### src/design/rpr_pkg.sv
// ----------------------------------------------------------------------------
// rpr_pkg
// Shared types and constants for the remote serial packet receiver: character
// codes, result kinds, reply codes and the classified item passed from the
// front end to the back end.
// ----------------------------------------------------------------------------
`default_nettype none

package rpr_pkg;

    // Default largest payload the design accepts, whatever max_len says.
    localparam int MAX_PACKET_DEF   = 1024;
    // Default depth of the queue between front and back (power of two).
    localparam int QUEUE_DEPTH_DEF  = 4;

    localparam int LEN_W   = 11;
    localparam int BYTE_W  = 8;

    // Characters of the framing.
    localparam logic [7:0] CH_DOLLAR = 8'h24;
    localparam logic [7:0] CH_HASH   = 8'h23;
    localparam logic [7:0] CH_BRACE  = 8'h7D;
    localparam logic [7:0] CH_BRK_C  = 8'h03;
    localparam logic [7:0] CH_BRK_D  = 8'h04;
    localparam logic [7:0] ESC_XOR   = 8'h20;

    // Input command codes.
    localparam logic CMD_BYTE    = 1'b0;
    localparam logic CMD_TIMEOUT = 1'b1;

    // Configuration register indexes.
    localparam logic CFG_NO_ACK  = 1'b0;
    localparam logic CFG_MAX_LEN = 1'b1;

    localparam logic [LEN_W-1:0] MAX_LEN_RST = 11'd1024;

    typedef enum logic [2:0] {
        K_BYTE    = 3'd0,
        K_GOOD    = 3'd1,
        K_BAD     = 3'd2,
        K_BREAK   = 3'd3,
        K_TIMEOUT = 3'd4,
        K_RESTART = 3'd5
    } t_kind;

    typedef enum logic [1:0] {
        RPL_NONE = 2'd0,
        RPL_ACK  = 2'd1,
        RPL_NACK = 2'd2
    } t_reply;

    // One received item after classification.
    typedef struct packed {
        logic             timeout;
        logic [7:0]       ch;
        logic             brk;
        logic             dollar;
        logic             hash;
        logic             brace;
        logic             hex_ok;
        logic [3:0]       hex_val;
    } t_item;

    typedef struct packed {
        logic             no_ack;
        logic [LEN_W-1:0] max_len;
    } t_cfg;

endpackage

`default_nettype wire

### src/design/rpr_front.sv
// ----------------------------------------------------------------------------
// rpr_front
// Input stage: accepts a transaction, decodes the character (framing marks,
// break characters, hex digit value) and holds it until the queue takes it.
// ----------------------------------------------------------------------------
`default_nettype none

module rpr_front
    import rpr_pkg::*;
(
    input  wire logic        i_clk,
    input  wire logic        i_rst_n,
    input  wire logic        i_push,
    input  wire logic        i_cmd,
    input  wire logic [7:0]  i_rx_byte,
    output logic             o_full,
    output logic             o_item_valid,
    output t_item            o_item,
    input  wire logic        i_queue_full
);

    logic  r_valid;
    t_item r_item;
    t_item n_item;
    logic  w_accept;
    logic  w_move;

    always_comb begin
        n_item         = '0;
        n_item.timeout = (i_cmd == CMD_TIMEOUT);
        n_item.ch      = i_rx_byte;
        n_item.brk     = (i_rx_byte == CH_BRK_C) || (i_rx_byte == CH_BRK_D);
        n_item.dollar  = (i_rx_byte == CH_DOLLAR);
        n_item.hash    = (i_rx_byte == CH_HASH);
        n_item.brace   = (i_rx_byte == CH_BRACE);
        if (i_rx_byte >= 8'h30 && i_rx_byte <= 8'h39) begin
            n_item.hex_ok  = 1'b1;
            n_item.hex_val = 4'(i_rx_byte - 8'h30);
        end else if (i_rx_byte >= 8'h61 && i_rx_byte <= 8'h66) begin
            n_item.hex_ok  = 1'b1;
            n_item.hex_val = 4'(i_rx_byte - 8'h57);
        end else if (i_rx_byte >= 8'h41 && i_rx_byte <= 8'h46) begin
            n_item.hex_ok  = 1'b1;
            n_item.hex_val = 4'(i_rx_byte - 8'h37);
        end
    end

    assign w_move       = r_valid && !i_queue_full;
    assign o_full       = r_valid && i_queue_full;
    assign w_accept     = i_push && !o_full;
    assign o_item_valid = w_move;
    assign o_item       = r_item;

    always_ff @(posedge i_clk) begin
        if (!i_rst_n) begin
            r_valid <= 1'b0;
        end else if (w_accept) begin
            r_valid <= 1'b1;
        end else if (w_move) begin
            r_valid <= 1'b0;
        end
    end

    always_ff @(posedge i_clk) begin
        if (w_accept) begin
            r_item <= n_item;
        end
    end

endmodule

`default_nettype wire

### src/design/rpr_queue.sv
// ----------------------------------------------------------------------------
// rpr_queue
// Short queue of classified items between the front and back ends.
// DEPTH must be a power of two, at least two.
// ----------------------------------------------------------------------------
`default_nettype none

module rpr_queue
    import rpr_pkg::*;
#(
    parameter int DEPTH = QUEUE_DEPTH_DEF
) (
    input  wire logic   i_clk,
    input  wire logic   i_rst_n,
    input  wire logic   i_push,
    input  wire t_item  i_item,
    output logic        o_full,
    input  wire logic   i_pop,
    output logic        o_valid,
    output t_item       o_item
);

    localparam int PW = $clog2(DEPTH);
    localparam int CW = $clog2(DEPTH + 1);

    t_item            r_mem [DEPTH];
    logic [PW-1:0]    r_wr_ptr;
    logic [PW-1:0]    r_rd_ptr;
    logic [CW-1:0]    r_count;
    logic             w_wr;
    logic             w_rd;

    assign o_full  = (r_count == CW'(DEPTH));
    assign o_valid = (r_count != '0);
    assign o_item  = r_mem[r_rd_ptr];
    assign w_wr    = i_push && !o_full;
    assign w_rd    = i_pop && o_valid;

    always_ff @(posedge i_clk) begin
        if (!i_rst_n) begin
            r_wr_ptr <= '0;
            r_rd_ptr <= '0;
            r_count  <= '0;
        end else begin
            if (w_wr) begin
                r_wr_ptr <= PW'(r_wr_ptr + 1'b1);
            end
            if (w_rd) begin
                r_rd_ptr <= PW'(r_rd_ptr + 1'b1);
            end
            if (w_wr && !w_rd) begin
                r_count <= CW'(r_count + 1'b1);
            end else if (w_rd && !w_wr) begin
                r_count <= CW'(r_count - 1'b1);
            end
        end
    end

    always_ff @(posedge i_clk) begin
        if (w_wr) begin
            r_mem[r_wr_ptr] <= i_item;
        end
    end

    // The front end must never offer an item while the queue is full.
    a_no_push_when_full: assert property (@(posedge i_clk) disable iff (!i_rst_n)
        !(i_push && o_full))
        else $error("queue written while full");

    a_count_bound: assert property (@(posedge i_clk) disable iff (!i_rst_n)
        r_count <= CW'(DEPTH))
        else $error("queue count beyond depth");

endmodule

`default_nettype wire

### src/design/rpr_back.sv
// ----------------------------------------------------------------------------
// rpr_back
// Packet framing state machine: tracks the packet phase, payload length and
// running checksum, and loads at most one result per item into the result register.
// ----------------------------------------------------------------------------
`default_nettype none

module rpr_back
    import rpr_pkg::*;
#(
    parameter int MAX_PACKET = MAX_PACKET_DEF
) (
    input  wire logic              i_clk,
    input  wire logic              i_rst_n,
    input  wire t_cfg              i_cfg,
    input  wire logic              i_item_valid,
    input  wire t_item             i_item,
    output logic                   o_item_pop,
    input  wire logic              i_pop,
    output logic                   o_empty,
    output logic [2:0]             o_kind,
    output logic [7:0]             o_data,
    output logic [LEN_W-1:0]       o_length,
    output logic [1:0]             o_reply
);

    // max_len never exceeds 2047, so a larger cap never limits.
    localparam logic [LEN_W-1:0] CAP =
        (MAX_PACKET > 2047) ? 11'd2047 : LEN_W'(MAX_PACKET);

    typedef enum logic [2:0] {
        S_IDLE,
        S_PAYLOAD,
        S_ESCAPE,
        S_CSUM1,
        S_CSUM2
    } t_phase;

    t_phase            r_phase, n_phase;
    logic [LEN_W-1:0]  r_count, n_count;
    logic [7:0]        r_sum, n_sum;
    logic [4:0]        r_first, n_first;

    logic              r_out_valid;
    t_kind             r_kind;
    logic [7:0]        r_data;
    logic [LEN_W-1:0]  r_length;
    t_reply            r_reply;

    logic              w_take;
    logic              w_emit;
    t_kind             w_kind;
    logic [7:0]        w_data;
    logic [LEN_W-1:0]  w_length;
    t_reply            w_reply;
    logic [LEN_W-1:0]  w_limit;
    logic [7:0]        w_value;

    assign w_limit    = (i_cfg.max_len < CAP) ? i_cfg.max_len : CAP;
    assign w_take     = i_item_valid && (!r_out_valid || i_pop);
    assign o_item_pop = w_take;

    always_comb begin
        n_phase  = r_phase;
        n_count  = r_count;
        n_sum    = r_sum;
        n_first  = r_first;
        w_emit   = 1'b0;
        w_kind   = K_BYTE;
        w_data   = '0;
        w_length = '0;
        w_reply  = RPL_NONE;
        w_value  = '0;
        if (r_first[4]) begin
            w_value = i_item.hex_ok ? {r_first[3:0], i_item.hex_val}
                                    : {4'h0, r_first[3:0]};
        end
        if (i_item.timeout) begin
            if (r_phase == S_IDLE) begin
                w_emit = 1'b1;
                w_kind = K_TIMEOUT;
            end
        end else begin
            case (r_phase)
                S_IDLE: begin
                    if (i_item.brk) begin
                        w_emit = 1'b1;
                        w_kind = K_BREAK;
                        w_data = i_item.ch;
                    end else if (i_item.dollar) begin
                        n_phase = S_PAYLOAD;
                        n_count = '0;
                        n_sum   = '0;
                    end
                end
                S_PAYLOAD: begin
                    if (i_item.hash || r_count >= w_limit) begin
                        n_phase = S_CSUM1;
                    end else if (i_item.dollar) begin
                        n_count  = '0;
                        n_sum    = '0;
                        w_emit   = 1'b1;
                        w_kind   = K_RESTART;
                        w_length = r_count;
                    end else if (i_item.brace) begin
                        n_phase = S_ESCAPE;
                    end else begin
                        n_sum   = 8'(r_sum + i_item.ch);
                        n_count = LEN_W'(r_count + 1'b1);
                        w_emit  = 1'b1;
                        w_kind  = K_BYTE;
                        w_data  = i_item.ch;
                    end
                end
                S_ESCAPE: begin
                    n_sum   = 8'(r_sum + i_item.ch + CH_BRACE);
                    n_count = LEN_W'(r_count + 1'b1);
                    n_phase = S_PAYLOAD;
                    w_emit  = 1'b1;
                    w_kind  = K_BYTE;
                    w_data  = i_item.ch ^ ESC_XOR;
                end
                S_CSUM1: begin
                    n_first = i_item.hex_ok ? {1'b1, i_item.hex_val} : 5'd0;
                    n_phase = S_CSUM2;
                end
                S_CSUM2: begin
                    n_phase  = S_IDLE;
                    n_first  = '0;
                    w_emit   = 1'b1;
                    w_length = r_count;
                    if (w_value == r_sum) begin
                        w_kind  = K_GOOD;
                        w_reply = i_cfg.no_ack ? RPL_NONE : RPL_ACK;
                    end else begin
                        w_kind  = K_BAD;
                        w_reply = i_cfg.no_ack ? RPL_NONE : RPL_NACK;
                    end
                end
                default: begin
                    n_phase = S_IDLE;
                end
            endcase
        end
    end

    always_ff @(posedge i_clk) begin
        if (!i_rst_n) begin
            r_phase     <= S_IDLE;
            r_count     <= '0;
            r_sum       <= '0;
            r_first     <= '0;
            r_out_valid <= 1'b0;
        end else begin
            if (w_take) begin
                r_phase <= n_phase;
                r_count <= n_count;
                r_sum   <= n_sum;
                r_first <= n_first;
            end
            if (w_take && w_emit) begin
                r_out_valid <= 1'b1;
                r_kind      <= w_kind;
                r_data      <= w_data;
                r_length    <= w_length;
                r_reply     <= w_reply;
            end else if (i_pop) begin
                r_out_valid <= 1'b0;
            end
        end
    end

    assign o_empty  = !r_out_valid;
    assign o_kind   = r_kind;
    assign o_data   = r_data;
    assign o_length = r_length;
    assign o_reply  = r_reply;

    a_first_only_in_csum2: assert property (@(posedge i_clk) disable iff (!i_rst_n)
        r_first[4] |-> (r_phase == S_CSUM2))
        else $error("checksum digit held outside second digit phase");

    a_reply_only_verdict: assert property (@(posedge i_clk) disable iff (!i_rst_n)
        (r_out_valid && r_reply != RPL_NONE) |-> (r_kind == K_GOOD || r_kind == K_BAD))
        else $error("reply requested for a non-verdict result");

    a_verdict_ends_packet: assert property (@(posedge i_clk) disable iff (!i_rst_n)
        (w_take && !i_item.timeout && r_phase == S_CSUM2)
            |=> (r_phase == S_IDLE && r_out_valid))
        else $error("second checksum digit did not produce a verdict");

endmodule

`default_nettype wire

### src/design/rsp_packet_receiver.sv
// ----------------------------------------------------------------------------
// rsp_packet_receiver
// Byte-wise receiver for remote serial debug packets: frames '$'...'#xx'
// packets, unescapes payload bytes, checks the checksum and reports break
// characters, timeouts and restarts.
// ----------------------------------------------------------------------------
//
//  Channel   Handshake                 Payload
//  -------   -----------------------   --------------------------------------
//  input     i_push / o_full           i_cmd, i_rx_byte
//  result    o_empty / i_pop           o_kind, o_data, o_length, o_reply
//  config    i_cfg_we (no wait)        i_cfg_idx, i_cfg_wdata
//
// One transaction per clock is sustained in both directions while results are
// popped and the queue does not fill; the framing state machine updates its
// state once per item taken. When nothing stalls, an accepted input is loaded
// into the front register, moves on into the queue, and its result is loaded
// into the result register, which drives the result ports.
// Reset is synchronous and active low; it returns the framing to idle, empties
// the queue and result register, and loads the register defaults (acks on,
// max_len 1024). A result that is not popped holds the back end, which keeps
// consuming nothing; the front end and queue keep accepting until the queue
// fills, and only then is o_full raised.
//
`default_nettype none

module rsp_packet_receiver
    import rpr_pkg::*;
#(
    parameter int MAX_PACKET  = MAX_PACKET_DEF,
    parameter int QUEUE_DEPTH = QUEUE_DEPTH_DEF
) (
    input  wire logic              i_clk,
    input  wire logic              i_rst_n,
    // input items
    input  wire logic              i_push,
    output logic                   o_full,
    input  wire logic              i_cmd,
    input  wire logic [7:0]        i_rx_byte,
    // results
    output logic                   o_empty,
    input  wire logic              i_pop,
    output logic [2:0]             o_kind,
    output logic [7:0]             o_data,
    output logic [LEN_W-1:0]       o_length,
    output logic [1:0]             o_reply,
    // configuration writes
    input  wire logic              i_cfg_we,
    input  wire logic              i_cfg_idx,
    input  wire logic [LEN_W-1:0]  i_cfg_wdata
);

    // Configuration registers. The user must write them only while the block is
    // idle; the block does not enforce it, and the back end reads them directly.
    t_cfg  r_cfg;

    t_item w_front_item;
    logic  w_front_valid;
    logic  w_queue_full;
    t_item w_queue_item;
    logic  w_queue_valid;
    logic  w_queue_pop;

    always_ff @(posedge i_clk) begin
        if (!i_rst_n) begin
            r_cfg.no_ack  <= 1'b0;
            r_cfg.max_len <= MAX_LEN_RST;
        end else if (i_cfg_we) begin
            case (i_cfg_idx)
                CFG_NO_ACK:  r_cfg.no_ack  <= i_cfg_wdata[0];
                CFG_MAX_LEN: r_cfg.max_len <= i_cfg_wdata;
                default:     r_cfg         <= r_cfg;
            endcase
        end
    end

    // Front end: takes the transaction and decodes the character.
    rpr_front u_front (
        .i_clk        (i_clk),
        .i_rst_n      (i_rst_n),
        .i_push       (i_push),
        .i_cmd        (i_cmd),
        .i_rx_byte    (i_rx_byte),
        .o_full       (o_full),
        .o_item_valid (w_front_valid),
        .o_item       (w_front_item),
        .i_queue_full (w_queue_full)
    );

    // Decoupling queue so the two ends stall independently.
    rpr_queue #(
        .DEPTH (QUEUE_DEPTH)
    ) u_queue (
        .i_clk   (i_clk),
        .i_rst_n (i_rst_n),
        .i_push  (w_front_valid),
        .i_item  (w_front_item),
        .o_full  (w_queue_full),
        .i_pop   (w_queue_pop),
        .o_valid (w_queue_valid),
        .o_item  (w_queue_item)
    );

    // Back end: framing state machine and result register.
    rpr_back #(
        .MAX_PACKET (MAX_PACKET)
    ) u_back (
        .i_clk        (i_clk),
        .i_rst_n      (i_rst_n),
        .i_cfg        (r_cfg),
        .i_item_valid (w_queue_valid),
        .i_item       (w_queue_item),
        .o_item_pop   (w_queue_pop),
        .i_pop        (i_pop),
        .o_empty      (o_empty),
        .o_kind       (o_kind),
        .o_data       (o_data),
        .o_length     (o_length),
        .o_reply      (o_reply)
    );

endmodule

`default_nettype wire

### config.mk
export PLATFORM = sky130hd
export DESIGN_NAME = rsp_packet_receiver
export DESIGN_NICKNAME = d
export VERILOG_FILES = /design/src/design/rpr_pkg.sv /design/src/design/rpr_front.sv /design/src/design/rpr_queue.sv /design/src/design/rpr_back.sv /design/src/design/rsp_packet_receiver.sv
export SDC_FILE = /design/constraint.sdc
export NUM_CORES = 1
export LEC_CHECK = 0
export BUFFER_PORTS_ARGS = -buffer_cell sky130_fd_sc_hd__buf_4
export CAP_MARGIN = 20
export CORE_MARGIN = 3
export CORE_UTILIZATION = 55
export CTS_CLUSTER_DIAMETER = 30
export DETAILED_ROUTE_END_ITERATION = 10
export PLACE_DENSITY = 0.77
export SYNTH_ARGS = -nofsm -noshare
export SYNTH_HDL_FRONTEND = slang
export SYNTH_SLANG_ARGS = --single-unit
### constraint.sdc
create_clock -name i_clk -period 6.01 [get_ports i_clk]
set_input_delay 0.9015 -clock i_clk [delete_from_list [all_inputs] [get_ports i_clk]]
set_output_delay 0.9015 -clock i_clk [all_outputs]
set_load 0.03 [all_outputs]
==> summary by stage, run 1 <==
Layout
The fraction of final layout cells sized beyond drive strength 1 is 17.17%. The post-synthesis to final-layout area growth is 15.28%. The repair_antennas step left the layout with diodes totalling 0. The filler cell count is 998.

The number of standard cells in the layout, taps in and fillers out is 869. The utilization after layout is 65.70%. The net count of the finished layout is 738.

Setup path
The cell with the largest stage delay on the worst path is sky130_fd_sc_hd__mux4_2. Counting both buffers and inverters, the worst setup path holds a total of 1. STA classifies the critical path endpoint as a register. STA puts the critical path data arrival time at 3.96 ns.

The largest driver fanout on the critical path is 12. STA classifies the critical path startpoint as a register. In this design, the stage delay of the slowest critical-path cell is 0.60 ns.

The kind of cell adding the most delay to the critical path is compound AO/OA/AOI/OAI gates. The critical path is of the reg2reg type. The endpoint required time on the critical path is 6.33 ns. The critical path goes through buf_4 -> mux4_2 -> ha_1 -> and3b_1 -> a211oi_1 -> o311ai_1 -> nor4_1 -> xor2_1 -> a221oi_1 -> nor2_1.

Hold path
The min-delay analysis places its worst path in the category reg2reg.

Power
In this run, the clock network consumes 28.9% of the power. The fraction of power consumed by sequential logic is 37.7%. The relative contribution of combinational cells to total power is 33.4%.

For this design the static power due to leakage is 3.248 nW. The completed layout was analyzed and its total power is 3.941 mW. In this run the power spent charging and discharging nets is 1.371 mW.

The power per standard cell area is 447.5 nW/µm². The worst ir drop on vdd is 270.5 µV. The internal power consumption is 2.570 mW. The switching share of power is 34.78%.

Yosys
The mean instance size in the synthesized netlist is 12.18 µm². The sequential-to-total area share from yosys stat is 57.93%. When the netlist entered floorplanning its net count stood at 685.

The top flip-flop cell by instance count after synthesis is sky130_fd_sc_hd__edfxtp_1. The proportion of netlist area held by the largest area contributor is 44.82%. Counting instances in the post-synthesis netlist gives the leading cell types as sky130_fd_sc_hd__edfxtp_1, sky130_fd_sc_hd__nand2_1, sky130_fd_sc_hd__dfxtp_1, sky130_fd_sc_hd__nor2_1, sky130_fd_sc_hd__a21oi_1.

In this run the cell area of the synthesized design comes to 7637 µm². After synthesis, the share of flip-flops with an asynchronous set or reset is 0%. The synthesized netlist cell count is 627. The largest total area in the synthesized netlist belongs to sky130_fd_sc_hd__edfxtp_1.

Counting flops and latches in the post-synthesis netlist gives 164. Yosys mapped the design onto 70 distinct sky130hd cell types. Ranked by total cell area, the synthesized netlist is headed by sky130_fd_sc_hd__edfxtp_1, sky130_fd_sc_hd__dfxtp_1, sky130_fd_sc_hd__mux4_2. The number of warnings issued by yosys is 0. The number of synthesized flops with an enable pin is 114. The most used standard cell by instance count after synthesis is sky130_fd_sc_hd__edfxtp_1.

Placement
The routability congestion estimate from global placement is 0.8357. In this run, placement finished with an instance count of 837. The count of buffers inserted at the top-level ports is 51. Detailed placement finished with a half-perimeter wire length of 10.37 mm.

STA
The pin slew with the least headroom to its limit is 1.009 ns. The final sum of negative setup slack is 0 ns. The worst hold margin is 0.4603 ns. On the final layout, the worst clock skew is 0.006245 ns. The final-report max-slew violation count is 0. Counting I/O delays and the setup requirement, the final critical path takes 3.636 ns. The worst slew margin relative to its limit is 32.72%.

The highest achievable clock rate is 0.2750 GHz. The final clock period utilization by the worst path is 60.50%. Setup repair after global routing left no endpoint under its margin. The setup violation total in the final timing report is 0.

The count of endpoints failing hold in the final timing report is 0.

CTS
TritonCTS created 17 clock buffers. CTS saw 164 sinks. The buffer type at the clock tree root is sky130_fd_sc_hd__clkbuf_16.

The clock slew at the register clock pins of the worst setup and hold paths is 0.07 ns. The cts-stage hold buffer count is 0. The clock passes through at most 2 buffers. The TritonCTS clock tree is done. The later-pin clock latency in the skew report is 0.44 ns.

Buffers added to address setup during post-CTS repair amount to 0. The H-tree generated during clock tree synthesis spans 4 levels. The quantity of gates resized following cts is 0.

Detailed routing
The count of nets left with antenna violations once routing finished came out at 0. Detailed routing inserted a total of 5150 vias. The total DRC errors in the routed layout is 0. The first routing iteration left 402 violations.

For this block, the routed nets add up to 14.93 mm of wire. The post-detailed-route via-to-cell ratio is 5.926. The number of search-and-repair iterations in the first detailed-routing pass is 5.

Dividing the detail-routed wire length by the instance count gives 17.18 µm.

Die
The placeable core region is 13400 µm². The initial core utilization is 56.99%. The vertical extent of the die is 123.8 µm. Row generation in the floorplan step produced 42 rows.

For this design the top-level I/O count stands at 52. Measured along the x axis, the die boundary spans 123.8 µm. The die footprint is 15340 µm².

Global routing
Across every metal layer, demand over resource in global routing totals 21.13%. The first-pass GRT wire length is 24.44 mm. After global routing the overflow that remains totals 0.

The number of antenna violations at the first check in global routing is 0. The number of global-route vias before repair is 5022. The largest net degree at the start of global routing is 45.

Flow run
The tool flagged a number of max-cap violations equal to 0.

Outcome
The flow ran to the end, and the final reports show no timing, DRC or antenna violations.
## layer usage
metal  share of wire (%)  global-route usage, %
met5                   0                      0
met2                  50                  34.84
met4                 3.2                  10.66
met1                  41                  25.56
met3                 5.6                  5.767
## tightest hold or removal path: stages (launching register included)
cell	delay (ns)
sky130_fd_sc_hd__dfxtp_1	0.31
sky130_fd_sc_hd__nand2_1	0.05
sky130_fd_sc_hd__a21oi_1	0.05
## cell type report
| class | instances | area [µm²] | area share, % |
|---|---|---|---|
| flip-flops and latches | 164 | 4424 | 50.25 |
| multi-input cells | 417 | 3027 | 34.38 |
| clock buffers | 17 | 425.4 | 4.832 |
| repair buffers | 55 | 420.4 | 4.775 |
| well taps | 176 | 220.2 | 2.501 |
| clock inverters | 15 | 193.9 | 2.203 |
| inverters | 25 | 93.84 | 1.066 |
## kinds of logic after synthesis
| kind of cell | after synthesis | synth area share [%] |
|---|---|---|
| and+or+nand+nor | 219 | 14.61 |
| AOI/OAI and AO/OA | 123 | 11.35 |
| muxes | 28 | 6.471 |
| DFF | 164 | 57.93 |
| adders and majority gates | 32 | 5.439 |
| xor gates and xnor gates | 15 | 1.720 |
| buffers and inverters | 46 | 2.474 |
## power groups by stage
stage	Sequential (mW)	Clock, mW	Combinational, mW
3_3_place_gp	1.51	0	1.25
6_report	1.49	1.14	1.31
5_1_grt	1.51	1.21	1.45
3_5_place_dp	1.51	0	1.30
4_1_cts	1.49	1.15	1.31
2_1_floorplan	1.55	0	0.928
## sequential cells by signal (all words and copies together), names as in the netlist, named ones only
name,cells
u_back.o_length,11
u_queue.r_count,3
u_front.o_item,18
u_back.r_out_valid,1
u_back.o_data,8
u_back.r_phase,3
u_back.r_count,11
u_queue.r_wr_ptr,2
u_back.r_first,5
r_cfg,12
u_back.o_kind,3
u_back.o_reply,2
u_back.r_sum,8
u_queue.r_mem,72
u_front.r_valid,1
u_queue.r_rd_ptr,2
## stage by stage
stage                     area (µm²)  setup WS [ns]
after CTS                       8805          2.327
after global placement          8170          2.232
final                           8805          2.374
after detailed placement        8185          2.375
after floorplan                 7637          2.594
after global routing            8805          1.924
## layout by cell type (no fill, tap or decap), drive strengths merged, types with 10 or more instances in the layout
cell type and count:
edfxtp 114, nand2 68, buf 55, nor2 51, dfxtp 50, a21oi 32
inv 32, ha 30, o21ai 27, and2 19, mux4 17, clkbuf 17
and3 11, mux2i 10
## worst paths after layout
check                              start         endpoint  slack (ns)  cells past startpoint
worst max-delay path            register  u_back.r_sum[6]        2.37                     10
worst min-delay path            r_cfg[9]         r_cfg[9]        0.46                      2
worst max register to register  register  u_back.r_sum[6]        2.37                     10
worst min register to register  r_cfg[9]         r_cfg[9]        0.46                      2
Power figures use the tool's default switching activity.
==> run 2: changes to the inputs <==
ABC_AREA = 1   (was unset)
PLACE_DENSITY = 0.79   (was 0.77)
clock period = 3.1 ns   (was 6.01 ns; I/O delays follow)
==> summary by stage, run 2 <==
CTS
The maximum clock path buffer count was 2 (unchanged). The TritonCTS buffer count was 17 (unchanged). The clock slew at the register clock pins of the worst setup and hold paths is 0.06 ns (was 0.07 ns). The number of H-tree levels came to 4 (unchanged).

The clock sink count came to 164 (unchanged). The cts-stage hold buffer count is 0 (unchanged). The number of buffers inserted by post-CTS setup repair is 0 (unchanged). The buffer type at the clock tree root is sky130_fd_sc_hd__clkbuf_16 (unchanged). The TritonCTS clock tree is done (unchanged). The later-pin clock latency in the skew report is 0.43 ns (was 0.44 ns). The quantity of gates resized following cts is 0 (unchanged).

STA
The worst setup skew after layout is 0.009113 ns (was 0.006245 ns). The pin slew with the least headroom to its limit was 0.6898 ns (was 1.009 ns). The final clock period utilization by the worst path was 88.97% (was 60.50%). The worst slew margin relative to its limit came to 53.96% (was 32.72%). The final sum of negative setup slack came to 0 ns (unchanged). The highest achievable clock rate was 0.3626 GHz (was 0.2750 GHz). Setup repair after global routing missed its margin: no (unchanged). The count of endpoints failing hold in the final timing report is 0 (unchanged).

The setup violation total in the final timing report is 0 (unchanged). The post-layout minimum cycle time is 2.758 ns (was 3.636 ns). The final-report max-slew violation count is 0 (unchanged).

Layout
The fraction of final layout cells sized beyond drive strength 1 is 11.68% (was 17.17%). The area occupied by multi-input gates is 3059 µm² (was 3027 µm²). The antenna diode count is 0 (unchanged). The leading cell type in the layout, fill and taps excluded is sky130_fd_sc_hd__nand2_1 (was sky130_fd_sc_hd__edfxtp_1). The flip-flop count of the largest register after layout came to 72 (unchanged).

The post-synthesis to final-layout area growth is 14.12% (was 15.28%). The number of standard cells in the layout, taps in and fillers out was 1156 (was 869). The utilization after layout is 65.29% (was 65.70%). The filler cell count is 1121 (was 998). The register cell area after layout is 4424 µm² (unchanged). The largest register by flop count is u_queue.r_mem (unchanged). Highest-count cells in the layout ignoring fill and taps: sky130_fd_sc_hd__nand2_1, sky130_fd_sc_hd__edfxtp_1, sky130_fd_sc_hd__inv_1, sky130_fd_sc_hd__nor2_1, sky130_fd_sc_hd__buf_4 (was sky130_fd_sc_hd__edfxtp_1, sky130_fd_sc_hd__nand2_1, sky130_fd_sc_hd__buf_4, sky130_fd_sc_hd__dfxtp_1, sky130_fd_sc_hd__nor2_1). The total number of nets in the final design is 1021 (was 738).

Yosys
The sequential-to-total area share from yosys stat came to 54.86% (was 57.93%). The post-synthesis cell type with the largest combined area was sky130_fd_sc_hd__edfxtp_1 (unchanged). The number of warnings issued by yosys is 0 (unchanged). The number of synthesized flops with an enable pin is 114 (unchanged). The proportion of register bits with asynchronous set or reset after synthesis came to 0% (unchanged). The most used standard cell by instance count after synthesis is sky130_fd_sc_hd__nand2_1 (was sky130_fd_sc_hd__edfxtp_1).

Most area-consuming cells after synthesis: sky130_fd_sc_hd__edfxtp_1, sky130_fd_sc_hd__dfxtp_1, sky130_fd_sc_hd__nand2_1 (was sky130_fd_sc_hd__edfxtp_1, sky130_fd_sc_hd__dfxtp_1, sky130_fd_sc_hd__mux4_2). The synthesized cell area is 8065 µm² (was 7637 µm²). The mean instance size in the synthesized netlist is 8.882 µm² (was 12.18 µm²). The synthesized net count is 966 (was 685). The synthesis-stage register bit count is 164 (unchanged). The count of distinct cell types in the synthesized netlist is 42 (was 70). The top flip-flop cell by instance count after synthesis is sky130_fd_sc_hd__edfxtp_1 (unchanged). The synthesized netlist cell count came to 908 (was 627). The proportion of netlist area held by the largest area contributor was 42.44% (was 44.82%). Leading post-synthesis cells by instance count: sky130_fd_sc_hd__nand2_1, sky130_fd_sc_hd__edfxtp_1, sky130_fd_sc_hd__inv_1 (was sky130_fd_sc_hd__edfxtp_1, sky130_fd_sc_hd__nand2_1, sky130_fd_sc_hd__dfxtp_1, sky130_fd_sc_hd__nor2_1, sky130_fd_sc_hd__a21oi_1).

Global routing
The largest net degree at the start of global routing is 34 (was 45). The total congestion overflow after global routing was 0 (unchanged). The overall routing resource usage is 21.33% (was 21.13%).

The first-pass GRT wire length is 27.39 mm (was 24.44 mm). The number of global-route vias before repair is 5832 (was 5022). The number of antenna violations at the first check in global routing came to 0 (unchanged).

Detailed routing
The total DRC errors in the routed layout is 0 (unchanged). The post-detailed-route via-to-cell ratio is 5.372 (was 5.926). The number of search-and-repair iterations in the first detailed-routing pass is 5 (unchanged). The routed length per instance came to 14.24 µm (was 17.18 µm). The routed wire length came to 16.46 mm (was 14.93 mm).

The initial DRC count is 528 (was 402). The number of nets with antenna violations after routing came to 0 (unchanged). The vias after detailed routing was 6210 (was 5150).

Setup path
The type of the worst setup path is reg2reg (unchanged). The endpoint required time on the critical path is 3.46 ns (was 6.33 ns). The arrival time at the worst endpoint is 3.11 ns (was 3.96 ns). The critical path launch point type is a register (unchanged).

The largest driver fanout on the critical path came to 10 (was 12). The endpoint type of the worst setup path is a register (unchanged). The worst-case register-to-register setup slack came to 0.34 ns (was 2.37 ns).

Power
The overall power of the completed layout was 8.425 mW (was 3.941 mW). The static leakage was 3.875 nW (was 3.248 nW). The worst ir drop on vdd is 593.3 µV (was 270.5 µV). The power per standard cell area is 915.4 nW/µm² (was 447.5 nW/µm²).

Placement
The placed wire-length estimate was 11.61 mm (was 10.37 mm). The number of instances in the placed design is 1124 (was 837). The count of buffers inserted at the top-level ports is 51 (unchanged). The routability congestion estimate from global placement is 0.9184 (was 0.8357).

Die
The chip width is 127.1 µm (was 123.8 µm). The initial core utilization is 57.22% (was 56.99%). The placeable core region came to 14100 µm² (was 13400 µm²). The die footprint came to 16150 µm² (was 15340 µm²).

The number of placement rows came to 43 (was 42). The count of boundary I/O pins is 52 (unchanged). The vertical extent of the die is 127.1 µm (was 123.8 µm).

Hold path
The worst min-delay path category is in2reg (was reg2reg). The source of the worst hold timing path is i_cmd (was r_cfg[9]).

Flow run
The count of maximum capacitance violations is 0 (unchanged).

Outcome
Status: completed (unchanged).
## run 2: path summary, 6_finish.rpt
| path | to | cells past startpoint |
|---|---|---|
| max | u_back.r_sum[4] | 15 |
| max reg2reg | u_back.r_sum[4] | 15 |
| min | u_front.o_item[17] | 1 |
| min reg2reg | r_cfg[0] | 2 |
## run 2: cells by family after synthesis
| logic type | Yosys count | synth area share [%] |
|---|---|---|
| compound gates | 131 | 8.905 |
| xor+xnor | 4 | 0.4345 |
| fa+ha+maj | 32 | 5.151 |
| buf+inv | 141 | 7.307 |
| flops | 164 | 54.86 |
| simple gates | 436 | 23.35 |
## run 2: report_power, final
group,internal [mW],total (mW),switching [mW]
logic,1.14,3.48,2.34
clock network,1.12,2.03,0.901
registers,2.74,2.92,0.178
## run 2: cell type report
class	count	area share [%]
clock buffer	17	4.622
clock inverter	15	1.563
inverter	111	4.568
multi-input combinational	603	33.24
sequential	164	48.07
tap	180	2.447
timing repair buffer	66	5.492
## run 2: routing by layer
metal,vias to the layer above,wire [µm],GRT usage [%]
met5,-,0,0
li1,3157,-,-
met2,168,8202,36.18
met3,32,853,5.560
met4,0,371,7.823
met1,2853,7028,26.40
## run 2: per-stage QoR
step | hold WS, ns | area, µm² | setup slack, ns
floorplan | 0.4297 | 8065 | 0.01148
global placement | 0.4461 | 8620 | 0.4339
detailed placement | 0.4505 | 8625 | 0.3160
CTS | 0.1955 | 9194 | 0.3001
global route | 0.1946 | 9204 | 0.02118
finish | 0.2136 | 9204 | 0.3420
## run 2: worst max-delay path: stages (launching register included)
cell                      delay [ns]
sky130_fd_sc_hd__dfxtp_1        0.31
sky130_fd_sc_hd__inv_1          0.25
sky130_fd_sc_hd__a21oi_1        0.09
sky130_fd_sc_hd__a32oi_2        0.20
sky130_fd_sc_hd__ha_1           0.23
sky130_fd_sc_hd__inv_1          0.06
sky130_fd_sc_hd__fa_1           0.49
sky130_fd_sc_hd__inv_1          0.06
sky130_fd_sc_hd__ha_1           0.20
sky130_fd_sc_hd__nor2_1         0.19
sky130_fd_sc_hd__nand2_1        0.07
sky130_fd_sc_hd__nor2_1         0.16
sky130_fd_sc_hd__o21ai_0        0.11
sky130_fd_sc_hd__o21ai_0        0.08
sky130_fd_sc_hd__nand2_1        0.08
sky130_fd_sc_hd__a21oi_1        0.11
==> run 3: changes to the inputs <==
CELL_PAD_IN_SITES_DETAIL_PLACEMENT = 0   (was unset)
CELL_PAD_IN_SITES_GLOBAL_PLACEMENT = 1   (was unset)
CORE_UTILIZATION = 41   (was 55)
PLACE_DENSITY = 0.77   (was 0.79)
==> summary by stage, run 3 (synthesized netlist as in run 2, its figures left out) <==
Outcome
Status: completed (unchanged).

Detailed routing
The vias after detailed routing came to 6098 (was 6210). The total DRC errors in the routed layout is 0 (unchanged). The routed wire length is 17.59 mm (was 16.46 mm). The initial DRC count was 390 (was 528).

The routed length per instance came to 14.18 µm (was 14.24 µm). The post-detailed-route via-to-cell ratio is 4.918 (was 5.372). The number of nets with antenna violations after routing is 0 (unchanged).

The number of search-and-repair iterations in the first detailed-routing pass is 5 (unchanged).

Power
The worst ir drop on vdd is 402.2 µV (was 593.3 µV). The power per standard cell area is 918.7 nW/µm² (was 915.4 nW/µm²). The static leakage is 3.905 nW (was 3.875 nW).

Layout
The antenna diode count is 0 (unchanged). The fraction of final layout cells sized beyond drive strength 1 was 11.84% (was 11.68%). The filler cell count is 1851 (was 1121). Highest-count cells in the layout ignoring fill and taps: sky130_fd_sc_hd__nand2_1, sky130_fd_sc_hd__edfxtp_1, sky130_fd_sc_hd__inv_1, sky130_fd_sc_hd__nor2_1, sky130_fd_sc_hd__buf_4 (unchanged). The largest register by flop count is u_queue.r_mem (unchanged). The leading cell type in the layout, fill and taps excluded is sky130_fd_sc_hd__nand2_1 (unchanged). The total number of nets in the final design was 1026 (was 1021). The register cell area after layout was 4425 µm² (was 4424 µm²). The number of standard cells in the layout, taps in and fillers out is 1240 (was 1156).

The post-synthesis to final-layout area growth is 16.13% (was 14.12%). The flip-flop count of the largest register after layout came to 72 (unchanged). The area occupied by multi-input gates is 3052 µm² (was 3059 µm²).

STA
The highest achievable clock rate is 0.3602 GHz (was 0.3626 GHz). The setup slack after layout is 0.3239 ns (was 0.3420 ns). Setup repair after global routing missed its margin: no (unchanged). The final sum of negative setup slack is 0 ns (unchanged). The count of endpoints failing hold in the final timing report was 0 (unchanged). The setup violation total in the final timing report is 0 (unchanged).

The pin slew with the least headroom to its limit is 0.7044 ns (was 0.6898 ns). The post-layout minimum cycle time is 2.776 ns (was 2.758 ns). The final-report max-slew violation count is 0 (unchanged). The worst slew margin relative to its limit is 52.68% (was 53.96%). The worst setup skew after layout came to 0.008167 ns (was 0.009113 ns).

The final clock period utilization by the worst path came to 89.55% (was 88.97%).

Setup path
The worst path buffer plus inverter count came to 3 (unchanged). The largest driver fanout on the critical path is 13 (was 10). The cell with the largest stage delay on the worst path is sky130_fd_sc_hd__fa_1 (unchanged).

The critical path launch point type is a register (unchanged). The most frequent cell on the critical path is sky130_fd_sc_hd__nand2_1 (was sky130_fd_sc_hd__inv_1). The endpoint type of the worst setup path is a register (unchanged). The arrival time at the worst endpoint is 3.13 ns (was 3.11 ns). The endpoint required time on the critical path was 3.46 ns (about the same). The delay of the slowest cell on the worst path is 0.53 ns (was 0.49 ns).

Cell Chain, Critical Path: buf_4 -> nand2_1 -> a32oi_1 -> inv_1 -> fa_1 -> inv_1 -> ha_1 -> nor2_1 -> nand2_1 -> nor2_1 -> o21ai_0 -> o21ai_0 -> nand2_1 -> a21oi_1 (was inv_1 -> a21oi_1 -> a32oi_2 -> ha_1 -> inv_1 -> fa_1 -> inv_1 -> ha_1 -> nor2_1 -> nand2_1 -> nor2_1 -> o21ai_0 -> o21ai_0 -> nand2_1 -> a21oi_1). The kind of cell adding the most delay to the critical path is adder cells (unchanged). The type of the worst setup path was reg2reg (unchanged).

Global routing
The overall routing resource usage is 16.80% (was 21.33%). The largest net degree at the start of global routing came to 33 (was 34). The first-pass GRT wire length came to 28.68 mm (was 27.39 mm). The number of antenna violations at the first check in global routing is 0 (unchanged). The number of global-route vias before repair is 5951 (was 5832). The total congestion overflow after global routing came to 0 (unchanged).

Placement
The placed wire-length estimate is 12.77 mm (was 11.61 mm). The routability congestion estimate from global placement came to 0.8407 (was 0.9184). The number of instances in the placed design is 1209 (was 1124).

The count of buffers inserted at the top-level ports is 51 (unchanged). The worst-case setup slack after placement was 0.2769 ns (was 0.3160 ns).

Die
The placeable core region is 19020 µm² (was 14100 µm²). The vertical extent of the die was 146.3 µm (was 127.1 µm). The die footprint is 21390 µm² (was 16150 µm²). The count of boundary I/O pins is 52 (unchanged). The initial core utilization is 42.41% (was 57.22%). The chip width came to 146.3 µm (was 127.1 µm).

The number of placement rows is 50 (was 43).

Hold path
The worst min-delay path category is in2reg (unchanged).

CTS
The clock sink count is 164 (unchanged). The number of H-tree levels is 4 (unchanged). The buffer type at the clock tree root is sky130_fd_sc_hd__clkbuf_16 (unchanged).

The cts-stage hold buffer count was 0 (unchanged). The number of buffers inserted by post-CTS setup repair is 0 (unchanged). The maximum clock path buffer count is 2 (unchanged). The later-pin clock latency in the skew report is 0.43 ns (about the same). The clock slew at the register clock pins of the worst setup and hold paths is 0.06 ns (about the same). The quantity of gates resized following cts is 0 (unchanged). The TritonCTS buffer count was 17 (unchanged). The TritonCTS clock tree is done (unchanged).

Flow run
The count of maximum capacitance violations is 0 (unchanged).
run 3: cell types whose count changed in the layout (fill, tap and decap cells not counted), sizes merged:
cell / before / now
clkinv: 7 / 5
clkbuf: 17 / 18
buf: 66 / 71
clkinvlp: 1 / 3
bufinv: 1 / 4
inv: 117 / 112
run 3: path summary, 6_finish.rpt:
path | start | cells past startpoint | slack, ns | to
hold reg to reg | r_cfg[0] | 2 | 0.46 | r_cfg[0]
setup / recovery | register | 14 | 0.32 | u_back.r_sum[4]
setup reg to reg | register | 14 | 0.32 | u_back.r_sum[4]
hold / removal | i_cmd | 1 | 0.22 | u_front.o_item[17]
run 3: routing by layer:
layer / track usage [%] / vias up / part of all wire [%]
met5: 0 / - / 0
met4: 4.845 / 0 / 1.5
met3: 3.538 / 20 / 3.1
met2: 30.19 / 98 / 50
met1: 20.34 / 2820 / 45
li1: - / 3160 / -
run 3: cell type report:
type                    instances  area share (%)
flip-flops and latches        164           47.25
multi-input cells             603           32.58
repair buffers                 71           5.691
clock buffers                  18           4.582
inverters                     111           4.488
well taps                     260           3.473
clock inverters                13           1.937
run 3: metrics by stage:
step	util (%)	instance area (µm²)	hold WS [ns]	total power [mW]
after floorplan	-	8065	0.4297	5.548
after global placement	46.02	8752	0.4476	6.430
after detailed placement	46.02	8752	0.4587	6.455
after CTS	49.23	9363	0.2011	8.670
after global routing	49.25	9366	0.1973	9.260
final	49.25	9366	0.2195	8.605
run 3: report_power, final:
| part | total (mW) | leakage [nW] | switching, mW | internal [mW] |
|---|---|---|---|---|
| registers | 2.93 | 1.47 | 0.185 | 2.74 |
| clock network | 2.20 | 0.288 | 0.859 | 1.34 |
| logic | 3.47 | 2.15 | 2.33 | 1.14 |
| total | 8.60 | 3.90 | 3.38 | 5.23 |
